`config.mk`:
```
export PLATFORM = sky130hd
export DESIGN_NAME = truecolor_dac_registers_and_cursor
export DESIGN_NICKNAME = d
export VERILOG_FILES = /design/src/sv/tdac_pkg.sv /design/src/sv/tdac_regs.sv /design/src/sv/tdac_lane.sv /design/src/sv/truecolor_dac_registers_and_cursor.sv
export SDC_FILE = /design/constraint.sdc
export NUM_CORES = 1
export LEC_CHECK = 0
export ABC_AREA = 1
export BUFFER_PORTS_ARGS = -buffer_cell sky130_fd_sc_hd__buf_2
export CAP_MARGIN = 30
export CORE_AREA = 2 2 224 226
export CTS_BUF_LIST = sky130_fd_sc_hd__clkbuf_16
export CTS_CLUSTER_DIAMETER = 60
export DETAILED_ROUTE_END_ITERATION = 10
export DIE_AREA = 0 0 226 228
export PLACE_DENSITY = 0.75
export SLEW_MARGIN = 20
export SYNTH_ARGS = -nofsm -noshare
export SYNTH_HDL_FRONTEND = slang
export SYNTH_SLANG_ARGS = --single-unit
```
`constraint.sdc`:
```
create_clock -name clk -period 7.97 [get_ports clk]
set_clock_uncertainty 0.1 [all_clocks]
set_input_delay 0 -clock clk [delete_from_list [all_inputs] [get_ports clk]]
set_output_delay 0 -clock clk [all_outputs]
set_load 0.02 [all_outputs]
```
`src/sv/tdac_pkg.sv`:
```
package tdac_pkg;

  localparam int unsigned CURSOR_PIXELS_PER_ITEM = 4;
  localparam int unsigned LANES     = 4;
  localparam int unsigned REG_COUNT = 16;

  localparam int unsigned IN_BITS  = 152;
  localparam int unsigned OUT_BITS = 144;

  typedef enum logic [1:0] {
    OP_WRITE  = 2'd0,
    OP_READ   = 2'd1,
    OP_CURSOR = 2'd2,
    OP_NONE   = 2'd3
  } op_t;

  typedef enum logic [1:0] {
    CUR_COLOUR0 = 2'd0,
    CUR_COLOUR1 = 2'd1,
    CUR_SCREEN  = 2'd2,
    CUR_INVERT  = 2'd3
  } cursor_code_t;

  typedef enum logic [2:0] {
    FMT_8BPP  = 3'd0,
    FMT_4BPP  = 3'd1,
    FMT_15BPP = 3'd2,
    FMT_16BPP = 3'd3,
    FMT_24BPP = 3'd4,
    FMT_32BPP = 3'd5,
    FMT_ABGR  = 3'd6,
    FMT_RGBA  = 3'd7
  } fmt_t;

  // register indices with side effects
  localparam logic [3:0] IDX_CURSOR_INDEX = 4'h4;
  localparam logic [3:0] IDX_CURSOR_DATA  = 4'h5;
  localparam logic [3:0] IDX_FORMAT       = 4'hB;
  localparam logic [3:0] IDX_CONTROL      = 4'hC;

  localparam logic [7:0] ID_A = 8'h02;
  localparam logic [7:0] ID_B = 8'h1D;
  localparam logic [7:0] ID_C = 8'hD0;

  localparam logic [23:0] RGB_MASK = 24'hFF_FFFF;

  // bus access as seen by the register block
  typedef struct packed {
    op_t        op;
    logic [3:0] idx;
    logic [7:0] wdata;
  } bus_req_t;

  // cursor colours as they are shown
  typedef struct packed {
    logic [23:0] colour1;
    logic [23:0] colour0;
  } cursor_cols_t;

  function automatic logic [7:0] widen6(input logic [7:0] c);
    return {c[5:0], c[5:4]};
  endfunction

  function automatic fmt_t decode_format(input logic [7:0] v);
    fmt_t f;
    case (v) inside
      8'h82:        f = FMT_4BPP;
      8'hA0, 8'hB0: f = FMT_15BPP;
      8'hA1, 8'hB1: f = FMT_16BPP;
      8'hC0, 8'hD0: f = FMT_24BPP;
      8'hE2, 8'hF7: f = FMT_32BPP;
      8'hE3:        f = FMT_ABGR;
      8'hF2:        f = FMT_RGBA;
      default:      f = FMT_8BPP;
    endcase
    return f;
  endfunction

endpackage

```
`src/sv/tdac_regs.sv`:
```
module tdac_regs (
  input  logic                   clk,
  input  logic                   rst,
  input  logic                   accept,
  input  tdac_pkg::bus_req_t     req,
  output logic [7:0]             read_data,
  output logic                   forward_to_vga,
  output tdac_pkg::fmt_t         pixel_format,
  output tdac_pkg::cursor_cols_t cols
);

  logic [7:0]  rf [tdac_pkg::REG_COUNT];
  logic [7:0]  colour_index;
  logic [1:0]  write_phase;
  logic [7:0]  latched_red;
  logic [7:0]  latched_green;
  logic [23:0] cursor_colours [2];

  logic       is_vga;
  logic       do_write;
  logic [7:0] fmt_byte;

  assign is_vga   = (req.idx < 4'd4);
  assign do_write = accept && (req.op == tdac_pkg::OP_WRITE) && !is_vga;

  always_ff @(posedge clk) begin
    if (rst) begin
      for (int i = 0; i < tdac_pkg::REG_COUNT; i++) rf[i] <= '0;
      colour_index      <= '0;
      write_phase       <= '0;
      latched_red       <= '0;
      latched_green     <= '0;
      cursor_colours[0] <= '0;
      cursor_colours[1] <= '0;
    end else if (do_write) begin
      rf[req.idx] <= req.wdata;
      if (req.idx == tdac_pkg::IDX_CURSOR_INDEX) begin
        colour_index <= req.wdata;
        write_phase  <= 2'd0;
      end else if (req.idx == tdac_pkg::IDX_CURSOR_DATA) begin
        case (write_phase)
          2'd0: begin
            latched_red <= req.wdata;
            write_phase <= 2'd1;
          end
          2'd1: begin
            latched_green <= req.wdata;
            write_phase   <= 2'd2;
          end
          2'd2: begin
            // blue commits only to colour 0 or 1, otherwise the beat is dropped
            if (colour_index <= 8'd1) begin
              cursor_colours[colour_index[0]] <= {latched_red, latched_green, req.wdata};
              write_phase  <= 2'd0;
              colour_index <= colour_index + 8'd1;
            end
          end
          default: ;
        endcase
      end
    end
  end

  always_comb begin
    read_data      = '0;
    forward_to_vga = 1'b0;
    if (req.op == tdac_pkg::OP_WRITE || req.op == tdac_pkg::OP_READ) begin
      if (is_vga) begin
        forward_to_vga = 1'b1;
      end else if (req.op == tdac_pkg::OP_READ) begin
        case (req.idx) inside
          4'h4, 4'h8: read_data = tdac_pkg::ID_A;
          4'h6, 4'hA: read_data = tdac_pkg::ID_B;
          4'hF:       read_data = tdac_pkg::ID_C;
          default:    read_data = rf[req.idx];
        endcase
      end
    end
  end

  // format reflects a write to the format register in the same beat
  assign fmt_byte = (do_write && req.idx == tdac_pkg::IDX_FORMAT) ? req.wdata
                                                                  : rf[tdac_pkg::IDX_FORMAT];
  assign pixel_format = tdac_pkg::decode_format(fmt_byte);

  always_comb begin
    cols.colour0 = cursor_colours[0];
    cols.colour1 = cursor_colours[1];
    if (rf[tdac_pkg::IDX_CONTROL][0]) begin
      cols.colour0 = {tdac_pkg::widen6(cursor_colours[0][23:16]),
                      tdac_pkg::widen6(cursor_colours[0][15:8]),
                      tdac_pkg::widen6(cursor_colours[0][7:0])};
      cols.colour1 = {tdac_pkg::widen6(cursor_colours[1][23:16]),
                      tdac_pkg::widen6(cursor_colours[1][15:8]),
                      tdac_pkg::widen6(cursor_colours[1][7:0])};
    end
  end

endmodule

```
`src/sv/tdac_lane.sv`:
```
module tdac_lane (
  input  logic                   active,
  input  logic [1:0]             code,
  input  logic [31:0]            screen,
  input  tdac_pkg::cursor_cols_t cols,
  output logic [31:0]            pixel
);

  always_comb begin
    pixel = screen;
    if (active) begin
      case (tdac_pkg::cursor_code_t'(code))
        tdac_pkg::CUR_COLOUR0: pixel = {8'd0, cols.colour0};
        tdac_pkg::CUR_COLOUR1: pixel = {8'd0, cols.colour1};
        tdac_pkg::CUR_INVERT:  pixel = {screen[31:24], screen[23:0] ^ tdac_pkg::RGB_MASK};
        default:               pixel = screen;
      endcase
    end
  end

endmodule

```
`src/sv/truecolor_dac_registers_and_cursor.sv`:
```
// Register block and two-colour cursor overlay of a truecolor video DAC. One beat in, one
// beat out: a bus write, a bus read or a group of four cursor pixels, with the operation
// carried on s_tuser and the VGA forward flag of the result on m_tuser. Four overlay lanes
// handle the pixels of a group side by side and the register block answers in the same
// cycle, so a beat can be accepted on every clock while the skid stage is empty. The result
// is registered in the output register; a skid stage behind it takes one more beat while
// the output stalls, then holds s_tready low until the output is taken. Register state changes
// as the write is taken, and pixel_format of a result already reflects a write to the format
// register in it.
module truecolor_dac_registers_and_cursor (
  input  logic                          clk,
  input  logic                          rst,
  input  logic                          s_tvalid,
  output logic                          s_tready,
  // operation[1:0]
  input  logic [1:0]                    s_tuser,
  // reg_index[3:0], write_data[11:4], cursor_byte[19:12],
  // screen_pixel_0[51:20], screen_pixel_1[83:52], screen_pixel_2[115:84],
  // screen_pixel_3[147:116], zero pad[151:148]
  input  logic [tdac_pkg::IN_BITS-1:0]  s_tdata,
  output logic                          m_tvalid,
  input  logic                          m_tready,
  // forward_to_vga[0]
  output logic                          m_tuser,
  // read_data[7:0], pixel_format[10:8], out_pixel_0[42:11],
  // out_pixel_1[74:43], out_pixel_2[106:75], out_pixel_3[138:107], zero pad[143:139]
  output logic [tdac_pkg::OUT_BITS-1:0] m_tdata
);

  logic                   accept;
  logic                   take;
  tdac_pkg::bus_req_t     req;
  logic [7:0]             cursor_byte;
  logic [31:0]            screen [tdac_pkg::LANES];
  logic [31:0]            lane_px [tdac_pkg::LANES];
  logic [31:0]            out_px [tdac_pkg::LANES];
  logic [7:0]             read_data;
  logic                   forward_to_vga;
  tdac_pkg::fmt_t         pixel_format;
  tdac_pkg::cursor_cols_t cols;
  logic [tdac_pkg::OUT_BITS-1:0] result;
  logic [tdac_pkg::OUT_BITS-1:0] skid_data;
  logic                   skid_user;
  logic                   skid_valid;

  assign s_tready = !skid_valid;
  assign accept   = s_tvalid && s_tready;
  assign take     = m_tvalid && m_tready;

  assign req.op      = tdac_pkg::op_t'(s_tuser);
  assign req.idx     = s_tdata[3:0];
  assign req.wdata   = s_tdata[11:4];
  assign cursor_byte = s_tdata[19:12];
  assign screen[0]   = s_tdata[51:20];
  assign screen[1]   = s_tdata[83:52];
  assign screen[2]   = s_tdata[115:84];
  assign screen[3]   = s_tdata[147:116];

  tdac_regs u_regs (
    .clk            (clk),
    .rst            (rst),
    .accept         (accept),
    .req            (req),
    .read_data      (read_data),
    .forward_to_vga (forward_to_vga),
    .pixel_format   (pixel_format),
    .cols           (cols)
  );

  for (genvar g = 0; g < tdac_pkg::LANES; g++) begin : g_lane
    tdac_lane u_lane (
      .active (1'(g < tdac_pkg::CURSOR_PIXELS_PER_ITEM)),
      .code   (cursor_byte[2*g +: 2]),
      .screen (screen[g]),
      .cols   (cols),
      .pixel  (lane_px[g])
    );
    assign out_px[g] = (req.op == tdac_pkg::OP_CURSOR) ? lane_px[g] : 32'd0;
  end

  assign result = {5'd0, out_px[3], out_px[2], out_px[1], out_px[0],
                   pixel_format, read_data};

  always_ff @(posedge clk) begin
    if (rst) begin
      m_tvalid   <= 1'b0;
      skid_valid <= 1'b0;
    end else if (take) begin
      if (skid_valid) begin
        m_tdata    <= skid_data;
        m_tuser    <= skid_user;
        skid_valid <= 1'b0;
      end else begin
        m_tvalid <= accept;
        if (accept) begin
          m_tdata <= result;
          m_tuser <= forward_to_vga;
        end
      end
    end else if (accept) begin
      if (!m_tvalid) begin
        m_tdata  <= result;
        m_tuser  <= forward_to_vga;
        m_tvalid <= 1'b1;
      end else begin
        skid_data  <= result;
        skid_user  <= forward_to_vga;
        skid_valid <= 1'b1;
      end
    end
  end

  a_skid_behind_out: assert property (@(posedge clk) disable iff (rst)
    skid_valid |-> m_tvalid)
    else $error("skid holds a beat while output is empty");

  a_fill_out: assert property (@(posedge clk) disable iff (rst)
    accept && !m_tvalid |=> m_tvalid)
    else $error("accepted beat did not reach output");

  a_fill_skid: assert property (@(posedge clk) disable iff (rst)
    accept && m_tvalid && !m_tready |=> skid_valid)
    else $error("beat lost on stalled output");

  a_vga_quiet: assert property (@(posedge clk) disable iff (rst)
    m_tvalid && m_tuser |-> m_tdata[7:0] == 8'd0 && m_tdata[138:11] == '0)
    else $error("forwarded access carries data");

endmodule
```
After elaboration in Yosys (flattened, before gate mapping)
Memory sizes are Yosys's and may differ from the RTL's. Cells that the tools add are included.

Add/subtract/negate cells: 1. Multipliers: 0. Divide/modulo/power cells: 0. $lt $le $gt $ge: 2. Eq/ne operators: 33. Shift operators: 0. Muxes and demuxes: 64. Bitwise gates (word level): 7. Reductions and logical operators: 37.

Operators by type and width (number): 2-to-1 mux 144 bit (5); case mux 32 bit (3 select lines) (4); 2-to-1 mux 32 bit (4); 2-to-1 mux 8 bit (12); inverter 24 bit (4); equality test 8 bit (second input constant) (11); 2-to-1 mux 48 bit (1); 2-to-1 mux 1 bit (25); 2-to-1 mux 24 bit (1); AND reduction 4 bit (6); OR reduction 24 bit (1); 2-to-1 mux 3 bit (7); equality test 4 bit (second input constant) (4); OR reduction 2 bit (7); equality test 2 x 1 -> 1 bit (second input constant) (6); equality test 2 bit (second input constant) (6); equality test 4 x 3 -> 1 bit (second input constant) (3); logical NOT 2 bit (6); nonzero test 2 bit (5); adder 8 x 1 -> 8 bit (second input constant) (1); <= comparator 8 x 1 -> 1 bit (second input constant) (1); OR reduction 8 bit (1); 2-to-1 mux 2 bit (3); case mux 2 bit (3 select lines) (1); 11 further kinds (19).

Register bits after elaboration: 313. Latch bits: 0. Bits in writable memories: 176. ROM bits: 0. Input bits: 158. Memories kept: 2.

Memory list: u_regs.rf (depth 16, width 8, read ports 3, clocked after Yosys merged registers in 0, write ports 16, line tdac_regs.sv:12) `logic [7:0] rf [tdac_pkg::REG_COUNT];`; u_regs.cursor_colours (depth 2, width 24, read ports 2, clocked after Yosys merged registers in 0, write ports 2, line tdac_regs.sv:17) `logic [23:0] cursor_colours [2];`.

Logic depth before layout (Yosys ltp)
Gate-level depths: netlist of run 1.

Word-level depth: 17. Mapped depth: 13. Gate-level depth less buffers: 12.

Modules after synthesis
Synthesis of run 1 repeated with hierarchy kept, for this count alone.

Cells, all modules: 2974. Area total of the unflattened synthesis: 24552.3 um^2.

Modules (own cells, without submodules): truecolor_dac_registers_and_cursor (instances 1, cells each 1029, area each 11343.4 um^2, seq. area each 8448.1 um^2); tdac_regs (instances 1, cells each 925, area each 8844.7 um^2, seq. area each 5475.3 um^2); tdac_lane (instances 4, cells each 255, area each 1091.0 um^2, seq. area each 0.0 um^2).

Least setup slack after synthesis of run 1
No wires, ideal clock.

Path type: reg2reg. Start point: register skid_valid. End point: register skid_data[0] in the netlist's numbering, enable pin. Data arrival time: 6.489 ns. Required time: 7.228 ns. Setup slack: 0.740 ns. Stages on the path, launching flop included: 4. Path buffers: 0. Cell sequence: dfxtp_1 -> inv_1 -> nand3_1 -> nor2_1.

Longest elaborated chain between the ends: 3.

RTL lines: from (decl) (line truecolor_dac_registers_and_cursor.sv:44) `logic skid_valid;`; from (signal assigned) (line truecolor_dac_registers_and_cursor.sv:87) `skid_valid <= 1'b0;`; from (signal assigned) (line truecolor_dac_registers_and_cursor.sv:92) `skid_valid <= 1'b0;`; from (signal assigned) (line truecolor_dac_registers_and_cursor.sv:108) `skid_valid <= 1'b1;`; logical NOT 1 bit (line truecolor_dac_registers_and_cursor.sv:46) `assign s_tready = !skid_valid;`; via s_tready (line truecolor_dac_registers_and_cursor.sv:14) `output logic s_tready,`; logical AND 1 bit (line truecolor_dac_registers_and_cursor.sv:47) `assign accept = s_tvalid && s_tready;`; AND reduction 4 bit (no source line); to (signal assigned) (line truecolor_dac_registers_and_cursor.sv:106) `skid_data <= result;`; to (decl) (line truecolor_dac_registers_and_cursor.sv:42) `logic [tdac_pkg::OUT_BITS-1:0] skid_data;`.

The timed path passes the listed nets, and every way through them passes these cells. A chain may end at the register's enable or synchronous reset.

==> flow_summary_export.csv, run 1 <==
group,metric,value,unit
yosys,synth.area.top_cells,"edfxtp_1, nand2_1, o21ai_0, o211ai_1, nor2_1",
timing,tns,0,ns
yosys,ys_ff_latch,474,
power,leakagePower,0.0113,uW
placed_design,io_buffers,295,
min_path,hold_class,"primary input to flop",
worst_setup_path,cp_top_family,"buffers and inverters",
worst_setup_path,rr_worst_depth,12,
min_path,hold_depth,4,
power,power.density_cell_area,214,nW/um^2
worst_setup_path,path_class,"primary input to flop",
worst_setup_path,cp.depth,8,
yosys,synth_ff_type,"edfxtp_1",
yosys,ys_warn_count,0,
yosys,yosysTopAreaCell,"edfxtp_1",
layout,multi_input_area,6770,um^2
layout,final_cells,3347,
clock_tree,cts_tree,"built",
routing,drc,0,
routing,vias,18900,
routing,routedWlPerCell,21.2,um
floorplan,fp.dieH,228,um
grt,antenna_found_initial,12,
routing,wl,70900,um
layout,n_fill_cell,4032,
clock_tree,cts_sinks,474,
clock_tree,cts.clk_slew.worst_paths,0.06,ns
min_path,worstHoldStart,"s_tdata[2]",
grt,grt_pass1_vias,18000,
clock_tree,htree_levels,2,
worst_setup_path,critPathMaxStageDelay,0.94,ns
timing,finalWorstPathRequiredPeriod,3.71,ns
worst_setup_path,cp_cell_sequence,"dlygate4sd3_1 -> buf_2 -> inv_1 -> nor2_1 -> clkinv_1 -> o211ai_1 -> dlygate4sd3_1 -> inv_1",
yosys,synth.cell_area,21900,um^2
timing,fin_crit_sh,0.466,
layout,layout-drive-gt1-share,0.165,
clock_tree,postCtsSetupBuffers,0,
grt,grt_pass1_wl,104000,um
yosys,yosysUniqueCellTypes,36,
timing,tightest_slew,1.18,ns
min_path,holdPathEnd,"skid_data[5]",
yosys,yosysMostFrequentCell,"nand2_1",
floorplan,row_count,82,
worst_setup_path,critical_path_required,8.21,ns
clock_tree,cts.repair.resized,0,
timing,hold_viol,0,
worst_setup_path,r2r_end,"u_regs.cursor_colours[1][9]",
routing,first_iter_violations,2447,
worst_setup_path,crit_path_start_kind,"primary input",
yosys,syn_inst,2180,
grt,grt_overflow,0,
power,power,5880,uW
floorplan,core-area,49300,um^2
outcome,status,"completed",
clock_tree,cts_buffer_depth,3,
worst_setup_path,critPathSlowestCell,"clkinv_1",
floorplan,die_area,51500,um^2
worst_setup_path,crit_fanout,26,
yosys,ys_seq_area_frac,0.636,
layout,area_delta_synth_final,25.6,%
placed_design,place_area,24100,um^2
routing,avgViaCountPerCell,5.63,
floorplan,die_w,226,um
timing,holdWs,0.0511,ns
worst_setup_path,reg2reg_from,"skid_valid",
power,ir_drop,0.000167,V
yosys,syn_avg_cell_area,10.1,um^2
yosys,postSynth.asyncResetShare,0,
worst_setup_path,cp.arrival,3.96,ns
layout,seq_area,14000,um^2
worst_setup_path,reg2reg_slack,4.73,ns
yosys,synth_commonest_cells,"nand2_1, edfxtp_1, nor2_1",
timing,setup_viol,0,
run,cap_violations,0,
worst_setup_path,cp-end-kind,"flop",
yosys,synth_top_area_frac,0.611,
clock_tree,clk_latency,0.62,ns
placed_design,gp_congestion,0.934,
timing,slew_headroom,0.213,
timing,drv_slew,0,
routing,ant_nets,0,
floorplan,num_io_pins,305,
layout,design_area,27500,um^2
placed_design,dp.cells,3078,
routing,first_pass_iters,7,
clock_tree,cts_made_buffers,50,
clock_tree,cts-root-buf,"clkbuf_16",
floorplan,start_util,0.444,
grt,grt_usage,0.267,
clock_tree,ctsHoldBuffers,160,
worst_setup_path,crit_buf_inv,6,
layout,nets,2788,
timing,rsz0062_at_grt,"false",
timing,clock.fmax,269,MHz
grt,grt_max_degree,241,
yosys,synth_edf_count,446,
placed_design,hpwl,45300,um
[cell usage in the layout, fill, tap and decap left out, types with 7 or more instances in the layout]
master / n
diode_2: 13
o21ai_0: 187
dlygate4sd3_1: 160
bufinv_16: 9
dfxtp_1: 28
a221oi_1: 18
clkbuf_16: 51
o2111ai_1: 30
nand2_1: 573
a22oi_1: 54
edfxtp_1: 446
inv_1: 205
inv_2: 8
conb_1: 29
clkinv_2: 9
buf_4: 30
o211ai_1: 120
nand3_1: 29
buf_2: 295
nor2_2: 7
nor2_1: 213
a21oi_1: 87
clkinv_1: 12
[worst max path at each step]
stage	end	start	slack (ns)
final	skid_data[27]	s_tdata[13]	4.26
after global routing	m_tdata[17]	s_tdata[13]	4.16
after CTS	u_regs.cursor_colours[1][6]	skid_valid	4.53
after detailed placement	u_regs.cursor_colours[1][20]	skid_valid	4.55
after global placement	u_regs.cursor_colours[1][16]	skid_valid	4.64
after floorplan	skid_data[0]	skid_valid	0.74
[cell type report]
type | count | share of cell area
Tap cell | 672 | 0.0305
Clock inverter | 39 | 0.0164
Sequential cell | 474 | 0.507
Antenna cell | 13 | 0.00118
Clock buffer | 51 | 0.0464
Multi-Input combinational cell | 1394 | 0.246
Timing Repair Buffer | 492 | 0.124
Inverter | 212 | 0.0289
[per-stage QoR]
| stage | util | setup WS (ns) |
|---|---|---|
| 6_report | 0.558 | 4.26 |
| 4_1_cts | 0.556 | 4.53 |
| 5_1_grt | 0.558 | 4.16 |
| 2_1_floorplan | - | 0.740 |
| 3_5_place_dp | 0.488 | 4.55 |
| 3_3_place_gp | 0.488 | 4.64 |
[layer usage]
metal | vias to the layer above | routed length, um | share of wire | global-route usage
li1 | 8461 | - | - | -
met5 | - | 0 | 0 | 0
met3 | 241 | 8450 | 0.12 | 0.0730
met2 | 1301 | 33400 | 0.47 | 0.439
met4 | 0 | 3560 | 0.050 | 0.130
met1 | 8849 | 25500 | 0.36 | 0.325
[worst reg2reg max path: cells and delay by family, from the launching register on]
kind	cells	cell delay (ns)
AND/OR/NAND/NOR	7	1.75
buffers and inverters	5	0.77
flip-flops	1	0.32
[where the power goes]
group / internal, uW / total [uW] / switching [uW]
Combinational: 186 / 569 / 382
Sequential: 2810 / 2830 / 26.5
Clock: 1460 / 2480 / 1020
Total: 4450 / 5880 / 1430
[state kept, by name, indices dropped and copies added, names as in the netlist]
| signal | cells |
|---|---|
| m_tvalid | 1 |
| u_regs.cursor_colours | 48 |
| skid_user | 1 |
| skid_valid | 1 |
| u_regs.colour_index | 8 |
| u_regs.write_phase | 2 |
| u_regs.rf | 118 |
| m_tuser | 1 |
| m_tdata | 139 |
| u_regs.latched_red | 8 |
| skid_data | 139 |
| u_regs.latched_green | 8 |
[cell families (layout without fill, tap and decap cells)]
kind of cell / count (synthesis) / in the layout / share of synthesized area
compound gates: 510 / 510 / 0.146
xor+xnor: 2 / 2 / 0.000799
fa+ha+maj: 6 / 6 / 0.00342
buf+inv: 340 / 794 / 0.0612
flops: 474 / 474 / 0.636
other cells: 1 / 42 / 0.000171
simple gates: 847 / 847 / 0.152
Power figures use the tool's default switching activity.
==> run 2, diff against run 1 <==
clock period = 3.65 ns   (was 7.97 ns; I/O delays follow)
==> flow_summary_export.csv, run 2 (same netlist as run 1, synthesis figures left out) <==
group,metric,value,unit
run,cap_violations,0,
clock_tree,cts_buffer_depth,3,
placed_design,preCtsSetupSlack,0.654,ns
grt,grt_busiest_layer,"met2",
clock_tree,cts_sinks,474,
timing,drv_slew,0,
timing,slew_headroom,0.268,
routing,wl,69600,um
clock_tree,cts-root-buf,"clkbuf_16",
floorplan,die_area,51500,um^2
layout,design_area,27400,um^2
grt,grt_usage,0.262,
timing,tightest_slew,1.09,ns
timing,holdWs,0.0634,ns
layout,fin_util,0.555,
clock_tree,cts.repair.resized,0,
power,power.density_cell_area,450,nW/um^2
grt,grt.met2_usage,0.419,
placed_design,place_area,24200,um^2
grt,grt_pass1_vias,17600,
worst_setup_path,cp_cell_sequence,"inv_1 -> buf_4 -> a21oi_1 -> inv_1 -> nand2_1 -> o2111ai_1 -> o211ai_1 -> dlygate4sd3_1 -> inv_1",
routing,vias,18600,
worst_setup_path,path_class,"flop to flop",
min_path,hold_class,"primary input to flop",
timing,setup_viol,0,
clock_tree,htree_levels,2,
placed_design,hpwl,45800,um
routing,first_pass_iters,7,
layout,layout_commonest_cell,"nand2_1",
timing,rsz0062_at_grt,"false",
routing,ant_nets,0,
worst_setup_path,critPathMaxStageDelay,0.66,ns
floorplan,fp.dieH,228,um
floorplan,die_w,226,um
routing,drc,0,
layout,area_delta_synth_final,25.0,%
grt,grt_use_met3,0.0571,
timing,hold_viol,0,
layout,top_regs,"m_tdata (139), skid_data (139), u_regs.rf (118)",
timing,fin_crit_sh,0.882,
layout,nets,2798,
timing,tns,0,ns
placed_design,gp_congestion,0.950,
floorplan,num_io_pins,305,
routing,first_iter_violations,2565,
clock_tree,clk_latency,0.59,ns
worst_setup_path,critPathSlowestCell,"a21oi_1",
routing,routedWlPerCell,20.8,um
worst_setup_path,cp.arrival,3.45,ns
grt,antenna_found_initial,7,
timing,clock.fmax,311,MHz
worst_setup_path,critical_path_required,3.89,ns
clock_tree,cts.clk_slew.worst_paths,0.07,ns
clock_tree,cts_made_buffers,50,
floorplan,start_util,0.444,
worst_setup_path,crit_path_start_kind,"flop",
grt,grt_max_degree,245,
grt,grt_pass1_wl,103000,um
worst_setup_path,cp-end-kind,"flop",
power,ir_drop,0.000359,V
routing,avgViaCountPerCell,5.56,
placed_design,io_buffers,295,
timing,setup_slack,0.432,ns
clock_tree,cts_tree,"built",
worst_setup_path,cpMostUsedCell,"inv_1",
floorplan,row_count,82,
worst_setup_path,crit_fanout,28,
layout,layout-drive-gt1-share,0.169,
power,leakagePower,0.0113,uW
floorplan,core-area,49300,um^2
timing,finalWorstPathRequiredPeriod,3.22,ns
layout,mostFrequentLayoutCells,"nand2_1, edfxtp_1, buf_2",
grt,grt_overflow,0,
grt,grt_util_met1,0.337,
outcome,status,"completed",
## run 2: cell types whose count changed in the layout (fill, tap and decap cells not counted), sizes merged
cell and delta:
buf +10, bufinv -6, clkbuf +2, clkinv +1
diode -1, dlygate4sd3 -2, inv +3
## run 2: power breakdown
group | leakage (uW) | internal (uW) | switching (uW)
logic | 0.00589 | 409 | 831
clock network | 0.000805 | 2760 | 2140
registers | 0.00456 | 6130 | 57.3
## run 2: worst paths after layout
path | start | end | slack, ns | cells after the start
worst min register to register | u_regs.latched_green[0] | u_regs.latched_green[0] | 0.38 | 2
worst max-delay path | u_regs.rf[12][0] | skid_data[107] | 0.43 | 9
worst min-delay path | s_tdata[15] | m_tdata[49] | 0.06 | 5
worst max register to register | u_regs.rf[12][0] | skid_data[107] | 0.43 | 9
## run 2: per-stage QoR
| stage | cells | power, uW |
|---|---|---|
| detailed placement | 3092 | 7350 |
| global placement | 3089 | 7330 |
| finish | 3354 | 12300 |
| global route | 3349 | 12700 |
| CTS | 3338 | 12300 |
| floorplan | 2208 | 6890 |
## run 2: layout make-up
type / count / area, um^2
Fill cell: 4059 / 21900
Sequential cell: 474 / 14000
Multi-Input combinational cell: 1394 / 6770
Timing Repair Buffer: 502 / 3450
Clock buffer: 51 / 1280
Tap cell: 672 / 841
Inverter: 212 / 796
Clock inverter: 37 / 285
Antenna cell: 12 / 30.0
## run 2: critical path, delay by kind of cell, from the launching register on
kind            cells  cell delay (ns)
simple gates        1             0.10
flops               1             0.34
buf+inv             5             1.51
compound gates      3             0.92
## run 2: layer usage
layer / share of wire / wire length (um)
met1: 0.38 / 26100
met2: 0.46 / 32100
met3: 0.11 / 7680
met4: 0.053 / 3710
met5: 0 / 0
## run 2: timing repair
item	in CTS	in global routing
buffers inserted	0	0
hold endpoints to repair	345	0
hold buffers	158	0
